File: src/slcd_pkg.sv
// Shared types and constants of the sync/length/checksum deframer.
package slcd_pkg;

  localparam int BYTE_W          = 8;
  localparam int LEN_W           = 6;
  localparam int POS_W           = 5;
  localparam int COUNT_W         = 32;
  localparam int DEF_MAX_PAYLOAD = 32;
  localparam int QUEUE_DEPTH     = 2;
  localparam int CFG_IDX_W       = 1;

  localparam logic [BYTE_W-1:0] SYNC_RESET       = 8'hAA;
  localparam logic [LEN_W-1:0]  MAX_LENGTH_RESET = 6'd32;

  // Configuration register indexes.
  localparam logic [CFG_IDX_W-1:0] CFG_SYNC_VALUE = 1'b0;
  localparam logic [CFG_IDX_W-1:0] CFG_MAX_LENGTH = 1'b1;

  typedef enum logic [3:0] {
    PH_HUNT = 4'b0001,
    PH_LEN  = 4'b0010,
    PH_DATA = 4'b0100,
    PH_SUM  = 4'b1000
  } phase_t;

  typedef struct packed {
    logic [BYTE_W-1:0] sync_value;
    logic [LEN_W-1:0]  max_length;
  } cfg_t;

  typedef struct packed {
    logic              en;
    logic              bank;
    logic [LEN_W-1:0]  addr;
    logic [BYTE_W-1:0] data;
  } mem_wr_t;

  typedef struct packed {
    logic               bank;
    logic [LEN_W-1:0]   len;
    logic [COUNT_W-1:0] count;
  } frame_desc_t;

endpackage

File: src/sync_length_checksum_deframer.sv
// Top level of the sync/length/checksum deframer.
//
// The deframer takes one received byte per request and hunts for frames made
// of a sync byte, a length byte from 1 to min(max_length, MAX_PAYLOAD), that
// many payload bytes and an 8-bit additive checksum over sync, length and
// payload. A frame whose checksum matches bumps a wrapping 32-bit frame count
// and its payload is sent out as one request per byte, the final byte marked
// by last_byte; every failure silently returns to hunting for sync. The
// parser takes one input byte every cycle unless in_stall is high. Payload
// bytes go into a two-bank store of 2*MAX_PAYLOAD bytes, and a two-entry
// descriptor queue hands good frames to the replay side, which sends one
// byte per cycle unless out_stall holds it, through a registered memory
// read and an output register. The input stalls only while two good frames
// are still waiting for replay and a third frame has reached its payload or
// checksum byte; it resumes the cycle after the oldest frame's last byte has
// been read from the store. Configuration is written through cfg_write,
// cfg_index and cfg_data while the block is idle; the user must keep to
// this, as the block itself does not enforce it.
module sync_length_checksum_deframer import slcd_pkg::*; #(
  parameter int MAX_PAYLOAD = DEF_MAX_PAYLOAD
) (
  input  logic                 clk,
  input  logic                 rst,
  input  logic                 cfg_write,
  input  logic [CFG_IDX_W-1:0] cfg_index,
  input  logic [BYTE_W-1:0]    cfg_data,
  input  logic                 in_valid,
  output logic                 in_stall,
  input  logic [BYTE_W-1:0]    rx_byte,
  output logic                 out_valid,
  input  logic                 out_stall,
  output logic [BYTE_W-1:0]    payload_byte,
  output logic [POS_W-1:0]     byte_position,
  output logic                 last_byte,
  output logic [LEN_W-1:0]     frame_length,
  output logic [COUNT_W-1:0]   good_frame_count
);

  cfg_t        cfg;
  mem_wr_t     mem_wr;
  logic        push;
  frame_desc_t push_desc;
  logic        pop;
  logic        head_valid;
  frame_desc_t head;
  logic        q_full;

  // Configuration registers; the sync byte and the length limit take effect
  // at the next byte that uses them.
  always_ff @(posedge clk) begin
    if (rst) begin
      cfg.sync_value <= SYNC_RESET;
      cfg.max_length <= MAX_LENGTH_RESET;
    end else if (cfg_write) begin
      unique case (cfg_index)
        CFG_SYNC_VALUE: cfg.sync_value <= cfg_data;
        CFG_MAX_LENGTH: cfg.max_length <= cfg_data[LEN_W-1:0];
        default: ;
      endcase
    end
  end

  slcd_parser #(
    .MAX_PAYLOAD (MAX_PAYLOAD)
  ) u_parser (
    .clk       (clk),
    .rst       (rst),
    .cfg       (cfg),
    .in_valid  (in_valid),
    .rx_byte   (rx_byte),
    .in_stall  (in_stall),
    .q_full    (q_full),
    .push      (push),
    .push_desc (push_desc),
    .mem_wr    (mem_wr)
  );

  slcd_queue u_queue (
    .clk        (clk),
    .rst        (rst),
    .push       (push),
    .push_desc  (push_desc),
    .pop        (pop),
    .head_valid (head_valid),
    .head       (head),
    .full       (q_full)
  );

  slcd_replay #(
    .MAX_PAYLOAD (MAX_PAYLOAD)
  ) u_replay (
    .clk              (clk),
    .rst              (rst),
    .mem_wr           (mem_wr),
    .head_valid       (head_valid),
    .head             (head),
    .pop              (pop),
    .out_valid        (out_valid),
    .out_stall        (out_stall),
    .payload_byte     (payload_byte),
    .byte_position    (byte_position),
    .last_byte        (last_byte),
    .frame_length     (frame_length),
    .good_frame_count (good_frame_count)
  );

endmodule

File: src/slcd_parser.sv
// Front part: byte-by-byte frame parser with checksum and payload capture.
module slcd_parser import slcd_pkg::*; #(
  parameter int MAX_PAYLOAD = DEF_MAX_PAYLOAD
) (
  input  logic              clk,
  input  logic              rst,
  input  cfg_t              cfg,
  input  logic              in_valid,
  input  logic [BYTE_W-1:0] rx_byte,
  output logic              in_stall,
  input  logic              q_full,
  output logic              push,
  output frame_desc_t       push_desc,
  output mem_wr_t           mem_wr
);

  localparam logic [BYTE_W-1:0] PAYLOAD_CAP = BYTE_W'(MAX_PAYLOAD);

  phase_t             phase, phase_next;
  logic [BYTE_W-1:0]  sum, sum_next;
  logic [LEN_W-1:0]   exp_len, exp_len_next;
  logic [LEN_W-1:0]   fill, fill_next;
  logic               wbank, wbank_next;
  logic [COUNT_W-1:0] frames, frames_next;

  logic              accept;
  logic [BYTE_W-1:0] cfg_len;
  logic [BYTE_W-1:0] limit;
  logic [LEN_W-1:0]  fill_inc;
  logic              sum_ok;

  // Payload and checksum bytes wait while both store banks hold frames
  // that are still being replayed.
  assign in_stall = q_full && (phase == PH_DATA || phase == PH_SUM);
  assign accept   = in_valid && !in_stall;

  assign cfg_len  = {{(BYTE_W-LEN_W){1'b0}}, cfg.max_length};
  assign limit    = (cfg_len > PAYLOAD_CAP) ? PAYLOAD_CAP : cfg_len;
  assign fill_inc = fill + 1'b1;
  assign sum_ok   = (rx_byte == sum);

  always_comb begin
    phase_next   = phase;
    sum_next     = sum;
    exp_len_next = exp_len;
    fill_next    = fill;
    wbank_next   = wbank;
    frames_next  = frames;
    if (accept) begin
      unique case (phase)
        PH_HUNT: begin
          if (rx_byte == cfg.sync_value) begin
            sum_next   = cfg.sync_value;
            phase_next = PH_LEN;
          end
        end
        PH_LEN: begin
          if (rx_byte != '0 && rx_byte <= limit) begin
            exp_len_next = rx_byte[LEN_W-1:0];
            fill_next    = '0;
            sum_next     = sum + rx_byte;
            phase_next   = PH_DATA;
          end else begin
            phase_next = PH_HUNT;
          end
        end
        PH_DATA: begin
          sum_next  = sum + rx_byte;
          fill_next = fill_inc;
          if (fill_inc >= exp_len) begin
            phase_next = PH_SUM;
          end
        end
        PH_SUM: begin
          phase_next = PH_HUNT;
          if (sum_ok) begin
            frames_next = frames + 1'b1;
            wbank_next  = ~wbank;
          end
        end
        default: phase_next = PH_HUNT;
      endcase
    end
  end

  always_ff @(posedge clk) begin
    if (rst) begin
      phase   <= PH_HUNT;
      sum     <= '0;
      exp_len <= '0;
      fill    <= '0;
      wbank   <= 1'b0;
      frames  <= '0;
    end else begin
      phase   <= phase_next;
      sum     <= sum_next;
      exp_len <= exp_len_next;
      fill    <= fill_next;
      wbank   <= wbank_next;
      frames  <= frames_next;
    end
  end

  assign mem_wr.en   = accept && (phase == PH_DATA);
  assign mem_wr.bank = wbank;
  assign mem_wr.addr = fill;
  assign mem_wr.data = rx_byte;

  assign push            = accept && (phase == PH_SUM) && sum_ok;
  assign push_desc.bank  = wbank;
  assign push_desc.len   = exp_len;
  assign push_desc.count = frames + 1'b1;

endmodule

File: src/slcd_queue.sv
// Two-entry queue of accepted frame descriptors between parser and replay.
module slcd_queue import slcd_pkg::*; (
  input  logic        clk,
  input  logic        rst,
  input  logic        push,
  input  frame_desc_t push_desc,
  input  logic        pop,
  output logic        head_valid,
  output frame_desc_t head,
  output logic        full
);

  localparam int PTR_W = $clog2(QUEUE_DEPTH);
  localparam int CNT_W = $clog2(QUEUE_DEPTH + 1);

  frame_desc_t        entry [QUEUE_DEPTH];
  logic [PTR_W-1:0]   wr_ptr, rd_ptr;
  logic [CNT_W-1:0]   count;

  assign head_valid = (count != '0);
  assign full       = (count == CNT_W'(QUEUE_DEPTH));
  assign head       = entry[rd_ptr];

  always_ff @(posedge clk) begin
    if (push) begin
      entry[wr_ptr] <= push_desc;
    end
  end

  always_ff @(posedge clk) begin
    if (rst) begin
      wr_ptr <= '0;
      rd_ptr <= '0;
      count  <= '0;
    end else begin
      if (push) begin
        wr_ptr <= wr_ptr + 1'b1;
      end
      if (pop) begin
        rd_ptr <= rd_ptr + 1'b1;
      end
      case ({push, pop})
        2'b10:   count <= count + 1'b1;
        2'b01:   count <= count - 1'b1;
        default: count <= count;
      endcase
    end
  end

endmodule

File: src/slcd_replay.sv
// Back part: two-bank payload store and the replay pipeline to the output.
module slcd_replay import slcd_pkg::*; #(
  parameter int MAX_PAYLOAD = DEF_MAX_PAYLOAD
) (
  input  logic               clk,
  input  logic               rst,
  input  mem_wr_t            mem_wr,
  input  logic               head_valid,
  input  frame_desc_t        head,
  output logic               pop,
  output logic               out_valid,
  input  logic               out_stall,
  output logic [BYTE_W-1:0]  payload_byte,
  output logic [POS_W-1:0]   byte_position,
  output logic               last_byte,
  output logic [LEN_W-1:0]   frame_length,
  output logic [COUNT_W-1:0] good_frame_count
);

  localparam int AW = (MAX_PAYLOAD > 1) ? $clog2(MAX_PAYLOAD) : 1;

  logic [BYTE_W-1:0] mem [2][MAX_PAYLOAD];

  logic [LEN_W-1:0]   rd_pos;
  logic               rd_last;
  logic               issue;
  logic               out_free;

  logic               s1_valid;
  logic [BYTE_W-1:0]  s1_data;
  logic [POS_W-1:0]   s1_pos;
  logic               s1_last;
  logic [LEN_W-1:0]   s1_len;
  logic [COUNT_W-1:0] s1_count;

  assign out_free = !out_valid || !out_stall;
  assign issue    = head_valid && (!s1_valid || out_free);
  assign rd_last  = (rd_pos + 1'b1 == head.len);
  // The head frame's bank is released once its last byte has been read.
  assign pop      = issue && rd_last;

  always_ff @(posedge clk) begin
    if (mem_wr.en) begin
      mem[mem_wr.bank][AW'(mem_wr.addr)] <= mem_wr.data;
    end
  end

  always_ff @(posedge clk) begin
    if (issue) begin
      s1_data  <= mem[head.bank][AW'(rd_pos)];
      s1_pos   <= rd_pos[POS_W-1:0];
      s1_last  <= rd_last;
      s1_len   <= head.len;
      s1_count <= head.count;
    end
    if (s1_valid && out_free) begin
      payload_byte     <= s1_data;
      byte_position    <= s1_pos;
      last_byte        <= s1_last;
      frame_length     <= s1_len;
      good_frame_count <= s1_count;
    end
  end

  always_ff @(posedge clk) begin
    if (rst) begin
      rd_pos    <= '0;
      s1_valid  <= 1'b0;
      out_valid <= 1'b0;
    end else begin
      if (issue) begin
        rd_pos <= rd_last ? '0 : rd_pos + 1'b1;
      end
      if (issue) begin
        s1_valid <= 1'b1;
      end else if (out_free) begin
        s1_valid <= 1'b0;
      end
      if (out_free) begin
        out_valid <= s1_valid;
      end
    end
  end

endmodule

File: config.mk
export PLATFORM = sky130hd
export DESIGN_NAME = sync_length_checksum_deframer
export DESIGN_NICKNAME = d
export VERILOG_FILES = /design/src/slcd_pkg.sv /design/src/sync_length_checksum_deframer.sv /design/src/slcd_parser.sv /design/src/slcd_queue.sv /design/src/slcd_replay.sv
export SDC_FILE = /design/constraint.sdc
export NUM_CORES = 1
export LEC_CHECK = 0
export BUFFER_PORTS_ARGS = -buffer_cell sky130_fd_sc_hd__buf_2
export CORE_MARGIN = 1
export CORE_UTILIZATION = 29
export DETAILED_ROUTE_END_ITERATION = 10
export PLACE_DENSITY_LB_ADDON = 0.15
export SETUP_SLACK_MARGIN = 0.02
export SYNTH_ARGS = -nofsm -noshare
export SYNTH_HDL_FRONTEND = slang
export SYNTH_HIERARCHICAL = 1
export SYNTH_SLANG_ARGS = --single-unit
File: constraint.sdc
create_clock -name clk -period 11.99 [get_ports clk]
set_clock_uncertainty 0.15 [all_clocks]
set_input_delay 0.5995 -clock clk [delete_from_list [all_inputs] [get_ports clk]]
set_output_delay 0.5995 -clock clk [all_outputs]
set_load 0.1 [all_outputs]
Yosys cells after proc, flatten, opt, wreduce, memory -nomap -nowiden
Memories as Yosys holds them, arrays and structs flattened. A register that Yosys moved wholly into a read port is not among the register bits.
Cells that the tools add are included.
W data, S select, Z words.

operators by class
  reductions and logical operators = 30
  $add $sub $neg = 8
  order comparisons = 6
  muxes and demuxes = 25
  eq/ne operators = 13
  bitwise gates (word level) = 4

operators with widths
  operator                 count
  $mux W256                1
  $bmux W8 S5              1
  $demux W8 S5             1
  $mux W8                  5
  $add A32 B1 Y32 const B  1
  $pmux W8 S3              1
  $mux W6                  3
  $eq A8 B8 Y1             2
  $add A6 B1 Y6 const B    2
  $ge A6 B6 Y1 const B     2
  $not A5 Y6               2
  $pmux W4 S3              1
  $pmux W6 S2              1
  $reduce_and A3 Y1        4
  $logic_and A1 B1 Y1      10
  $add A8 B8 Y8            1
  $le A8 B8 Y1             1
  $mux W4                  2
  $reduce_bool A2 Y1       4
  $reduce_bool A8 Y1       1
  $mux W1                  7
  $eq A6 B6 Y1             1
  $ge A6 B6 Y1             1
  $gt A6 B6 Y1 const B     1
  20 further kinds         30

storage, ports and cells
  RAM bits = 590
  register bits = 187
  output and inout port bits = 54
  logic and storage cells = 112
  input port bits = 22
  memories = 2

memories
  name           depth  width  rd ports  clocked after Yosys merged registers in  write ports  line               RTL
  u_replay.mem   2      256    1         0                                        1            slcd_replay.sv:22  logic [BYTE_W-1:0] mem [2][MAX_PAYLOAD];
  u_queue.entry  2      39     1         1                                        1            slcd_queue.sv:16   frame_desc_t entry [QUEUE_DEPTH];

Longest topological paths before layout
  depth in word-level cells = 9
  mapped depth = 11
  depth with buffers taken out = 10

Cells and area by module
The synthesis kept the hierarchy.

modules (own cells, without submodules)
  module                         cells an instance  times used  sequential area each (µm²)  area an instance (µm²)
  slcd_replay                    1,114              1           18,657.9                    23,503.8
  slcd_parser                    480                1           1,141.1                     3,925.0
  slcd_queue                     143                1           2,442.3                     3,014.1
  sync_length_checksum_deframer  60                 1           280.3                       604.3

Worst setup path before layout
Ideal clock, no wire load.

  path type = register to register
  from = reg u_replay.out_valid
  to = reg u_replay.byte_position[0], enable pin
  setup slack = 6.709 ns
  buffers on the path = 0
  arrival time = 4.591 ns
  required time = 11.299 ns
  setup time = 0.541 ns
  clock period less this slack = 5.281 ns
  cell stages (with the launch flop) = 2
  cells stage by stage = dfxtp_1 > a21boi_0

on the way
  word-level cells in the longest chain between the ends = 3

ends and longest elaborated chain
  item                      line               RTL
  start: declaration        slcd_replay.sv:11  output logic out_valid,
  start signal: assignment  slcd_replay.sv:80  out_valid <= s1_valid;
  $logic_not A1 Y1          slcd_replay.sv:36  assign out_free = !out_valid || !out_stall;
  $logic_or A1 B1 Y1        slcd_replay.sv:36
  $logic_and A1 B1 Y1       slcd_replay.sv:56  if (s1_valid && out_free) begin
  end signal: assignment    slcd_replay.sv:58  byte_position <= s1_pos;
  end: declaration          slcd_replay.sv:14  output logic [POS_W-1:0] byte_position,

No other way between the ends.
A chain may end at the register's enable or synchronous reset.

==> impl_metrics.json <==
{
  "status": "complete, but fails checks",
  "violations": "DRC",
  "drc": 2,
  "cellPowerDensity_nw_per_um2": 163,
  "synth.distinct_cells": 82,
  "drv_slew": 0,
  "synth_area_um2": 31000,
  "max_freq_ghz": 0.210,
  "syn_area_per_cell_um2": 17.3,
  "maxCapViolCount": 0,
  "layout-drive-gt1-share_pct": 20.8,
  "coreArea_um2": 106000,
  "synthTopCellsByCount": "edfxtp_1, nor2_1, mux4_2, dfxtp_1, mux2i_1",
  "die_w_um": 329,
  "period_needed_ns": 4.77,
  "num_antenna_cells": 0,
  "io_pins": 76,
  "p_seq_share_pct": 51.2,
  "drt_first_pass_iters": 8,
  "fin_util_pct": 33.7,
  "synth_area_leaders": "edfxtp_1, mux4_2, dfxtp_1",
  "cts-htree-levels": 3,
  "hpwl_mm": 46.0,
  "vias_per_cell": 4.83,
  "critPathArrivalTime_ns": 5.01,
  "gr-usage-all-layers_pct": 14.1,
  "clkPwrFrac_pct": 45.4,
  "ys_warn_count": 6,
  "startpoint_type": "flop",
  "clock-sinks": 778,
  "cp-end-kind": "flop",
  "finalHoldViolCount": 0,
  "critical_path_class": "flop to flop",
  "gp_congestion": 0.763,
  "fin_crit_sh_pct": 39.8,
  "die-area_um2": 108000,
  "antenna_found_initial": 2,
  "clock_path_buffers": 3,
  "cts_resized": 0,
  "clk_pin_slew_ns": 0.06,
  "portBuffers": 75,
  "totalWireLength_mm": 76.4,
  "vias": 16200,
  "hold_buffers": 0,
  "yosysMostFrequentCell": "edfxtp_1",
  "p_total_w": 0.00581,
  "preCtsSetupSlack_ns": 7.06,
  "cts_made_buffers": 87,
  "dieHeight_um": 329,
  "p_switching_w": 0.00122,
  "synth_top_area_share_pct": 67.1,
  "grt_first_pass_wirelength_mm": 112,
  "nNetsFinal": 1941,
  "synth_seq_cells": 778,
  "first_iter_violations": 1135,
  "yosysTopAreaCell": "edfxtp_1",
  "grt_pass1_vias": 16600,
  "comb_power_share_pct": 3.4,
  "ys_seq_area_share_pct": 72.5,
  "area_delta_synth_final_pct": 14.9,
  "synth_fp_nets": 1843,
  "clockRootBuffer": "clkbuf_16",
  "overflow": 0,
  "routedWlPerCell_um": 22.8,
  "setup_viol": 0,
  "worst_slack_ns": 7.22,
  "cts_setup_buffers": 0,
  "clk_latency_ns": 0.64,
  "ys.flop_type": "edfxtp_1",
  "rsz0062_at_grt": "false",
  "worstHoldPathType": "primary input to flop",
  "cts_tree": "yes",
  "power_leakage_nw": 11.1,
  "row_count": 119,
  "ir_worst_vdd_mv": 0.105,
  "switching_share_pct": 21.0,
  "slew_headroom_pct": 31.0,
  "internal-power_w": 0.00459,
  "cp_max_fo": 56,
  "grt_max_degree": 91,
  "syn_inst": 1797,
  "drtAntennaViolNets": 0,
  "setup_tns_ns": 0,
  "start_util_pct": 29.4,
  "synth_edf_count": 694,
  "ys_async_sr_fraction_pct": 0,
  "critical_path_required_ns": 12.23,
  "tightest_slew_ns": 1.04
}
==> critical path: stages (launching register included) <==
cell	delay [ns]
dfxtp_2	0.31
buf_4	0.44
mux2_8	0.69
buf_4	0.70
buf_4	0.56
mux4_2	0.56
a22o_1	0.25
a211oi_1	0.28
a21oi_1	0.15
a22o_1	0.30
==> final timing paths <==
kind | slack, ns | endpoint | startpoint | cells past startpoint
setup reg to reg | 7.22 | u_replay/s1_data[4] | flop | 9
hold / removal | 0.09 | cfg[13] | cfg_data[7] | 3
hold reg to reg | 0.26 | u_replay/frame_length[2] | u_replay/s1_len[2] | 0
setup / recovery | 7.22 | u_replay/s1_data[4] | flop | 9
==> power by group through the flow <==
stage	sequential, W	combinational (W)	clock (W)
4_1_cts	0.00297	0.000200	0.00272
3_5_place_dp	0.00303	0.000199	0
2_1_floorplan	0.00302	0.000140	0
5_1_grt	0.00297	0.000221	0.00282
3_3_place_gp	0.00303	0.000195	0
6_report	0.00297	0.000200	0.00264
==> flip-flops by register name (all words and copies together) (netlist names), 2 cells and up, named ones only <==
| register | flops |
|---|---|
| u_parser/frames | 32 |
| u_parser/fill | 6 |
| u_replay/rd_pos | 6 |
| u_replay/good_frame_count | 32 |
| u_queue/count | 2 |
| u_replay/s1_data | 8 |
| u_replay/byte_position | 5 |
| cfg | 14 |
| u_replay/frame_length | 6 |
| u_replay/s1_count | 32 |
| u_replay/s1_len | 6 |
| u_replay/s1_pos | 5 |
| u_replay/mem | 512 |
| u_queue/entry | 78 |
| u_parser/exp_len | 6 |
| u_parser/phase | 4 |
| u_parser/sum | 8 |
| u_replay/payload_byte | 8 |
==> stage by stage <==
step	hold WS (ns)	cell area [um2]	cells
final	0.0864	35700	3358
after global routing	0.0937	35700	3358
after CTS	0.0347	35700	3358
after detailed placement	0.255	32800	3197
after global placement	0.251	32800	3197
after floorplan	0.250	31000	1797
==> cell usage in the layout (no fill, tap or decap), types with 13 or more instances in the layout <==
cell type	instances
edfxtp_1	694
o21ai_0	22
buf_2	75
nand3_1	41
or3_1	13
clkinv_1	13
mux2i_1	76
xnor2_1	54
nor3_1	28
clkbuf_1	21
dfxtp_1	80
inv_1	22
xor2_1	33
mux2_2	40
nor2_1	145
clkinv_2	14
ha_1	23
o22ai_1	13
clkbuf_16	88
a22oi_1	23
a211oi_1	27
a21oi_1	45
mux4_2	100
nand2_1	49
buf_4	30
==> cell families after synthesis <==
group           Yosys count  share of synthesized area, %
flops                   778                          72.5
fa+ha+maj                24                         0.991
simple gates            361                          5.78
xor+xnor                 87                          2.45
buf+inv                 120                          2.25
compound gates          209                          4.71
mux                     218                          11.3
==> routing by layer <==
layer / routed length [um] / track usage, % / part of all wire [%]
met2: 36700 / 23.2 / 48
met1: 34900 / 19.2 / 46
met3: 3150 / 2.38 / 4.1
met5: 0 / 0 / 0
met4: 1670 / 4.05 / 2.2
==> layout make-up <==
cell class,count,area (um2)
tap,1391,1740
inverter,24,90.1
clock buffer,113,2340
timing repair buffer,105,601
fill,10100,70100
sequential,778,22500
clock inverter,48,497
multi-input combinational,899,7870
No activity file was read; power rests on OpenSTA's default activity.
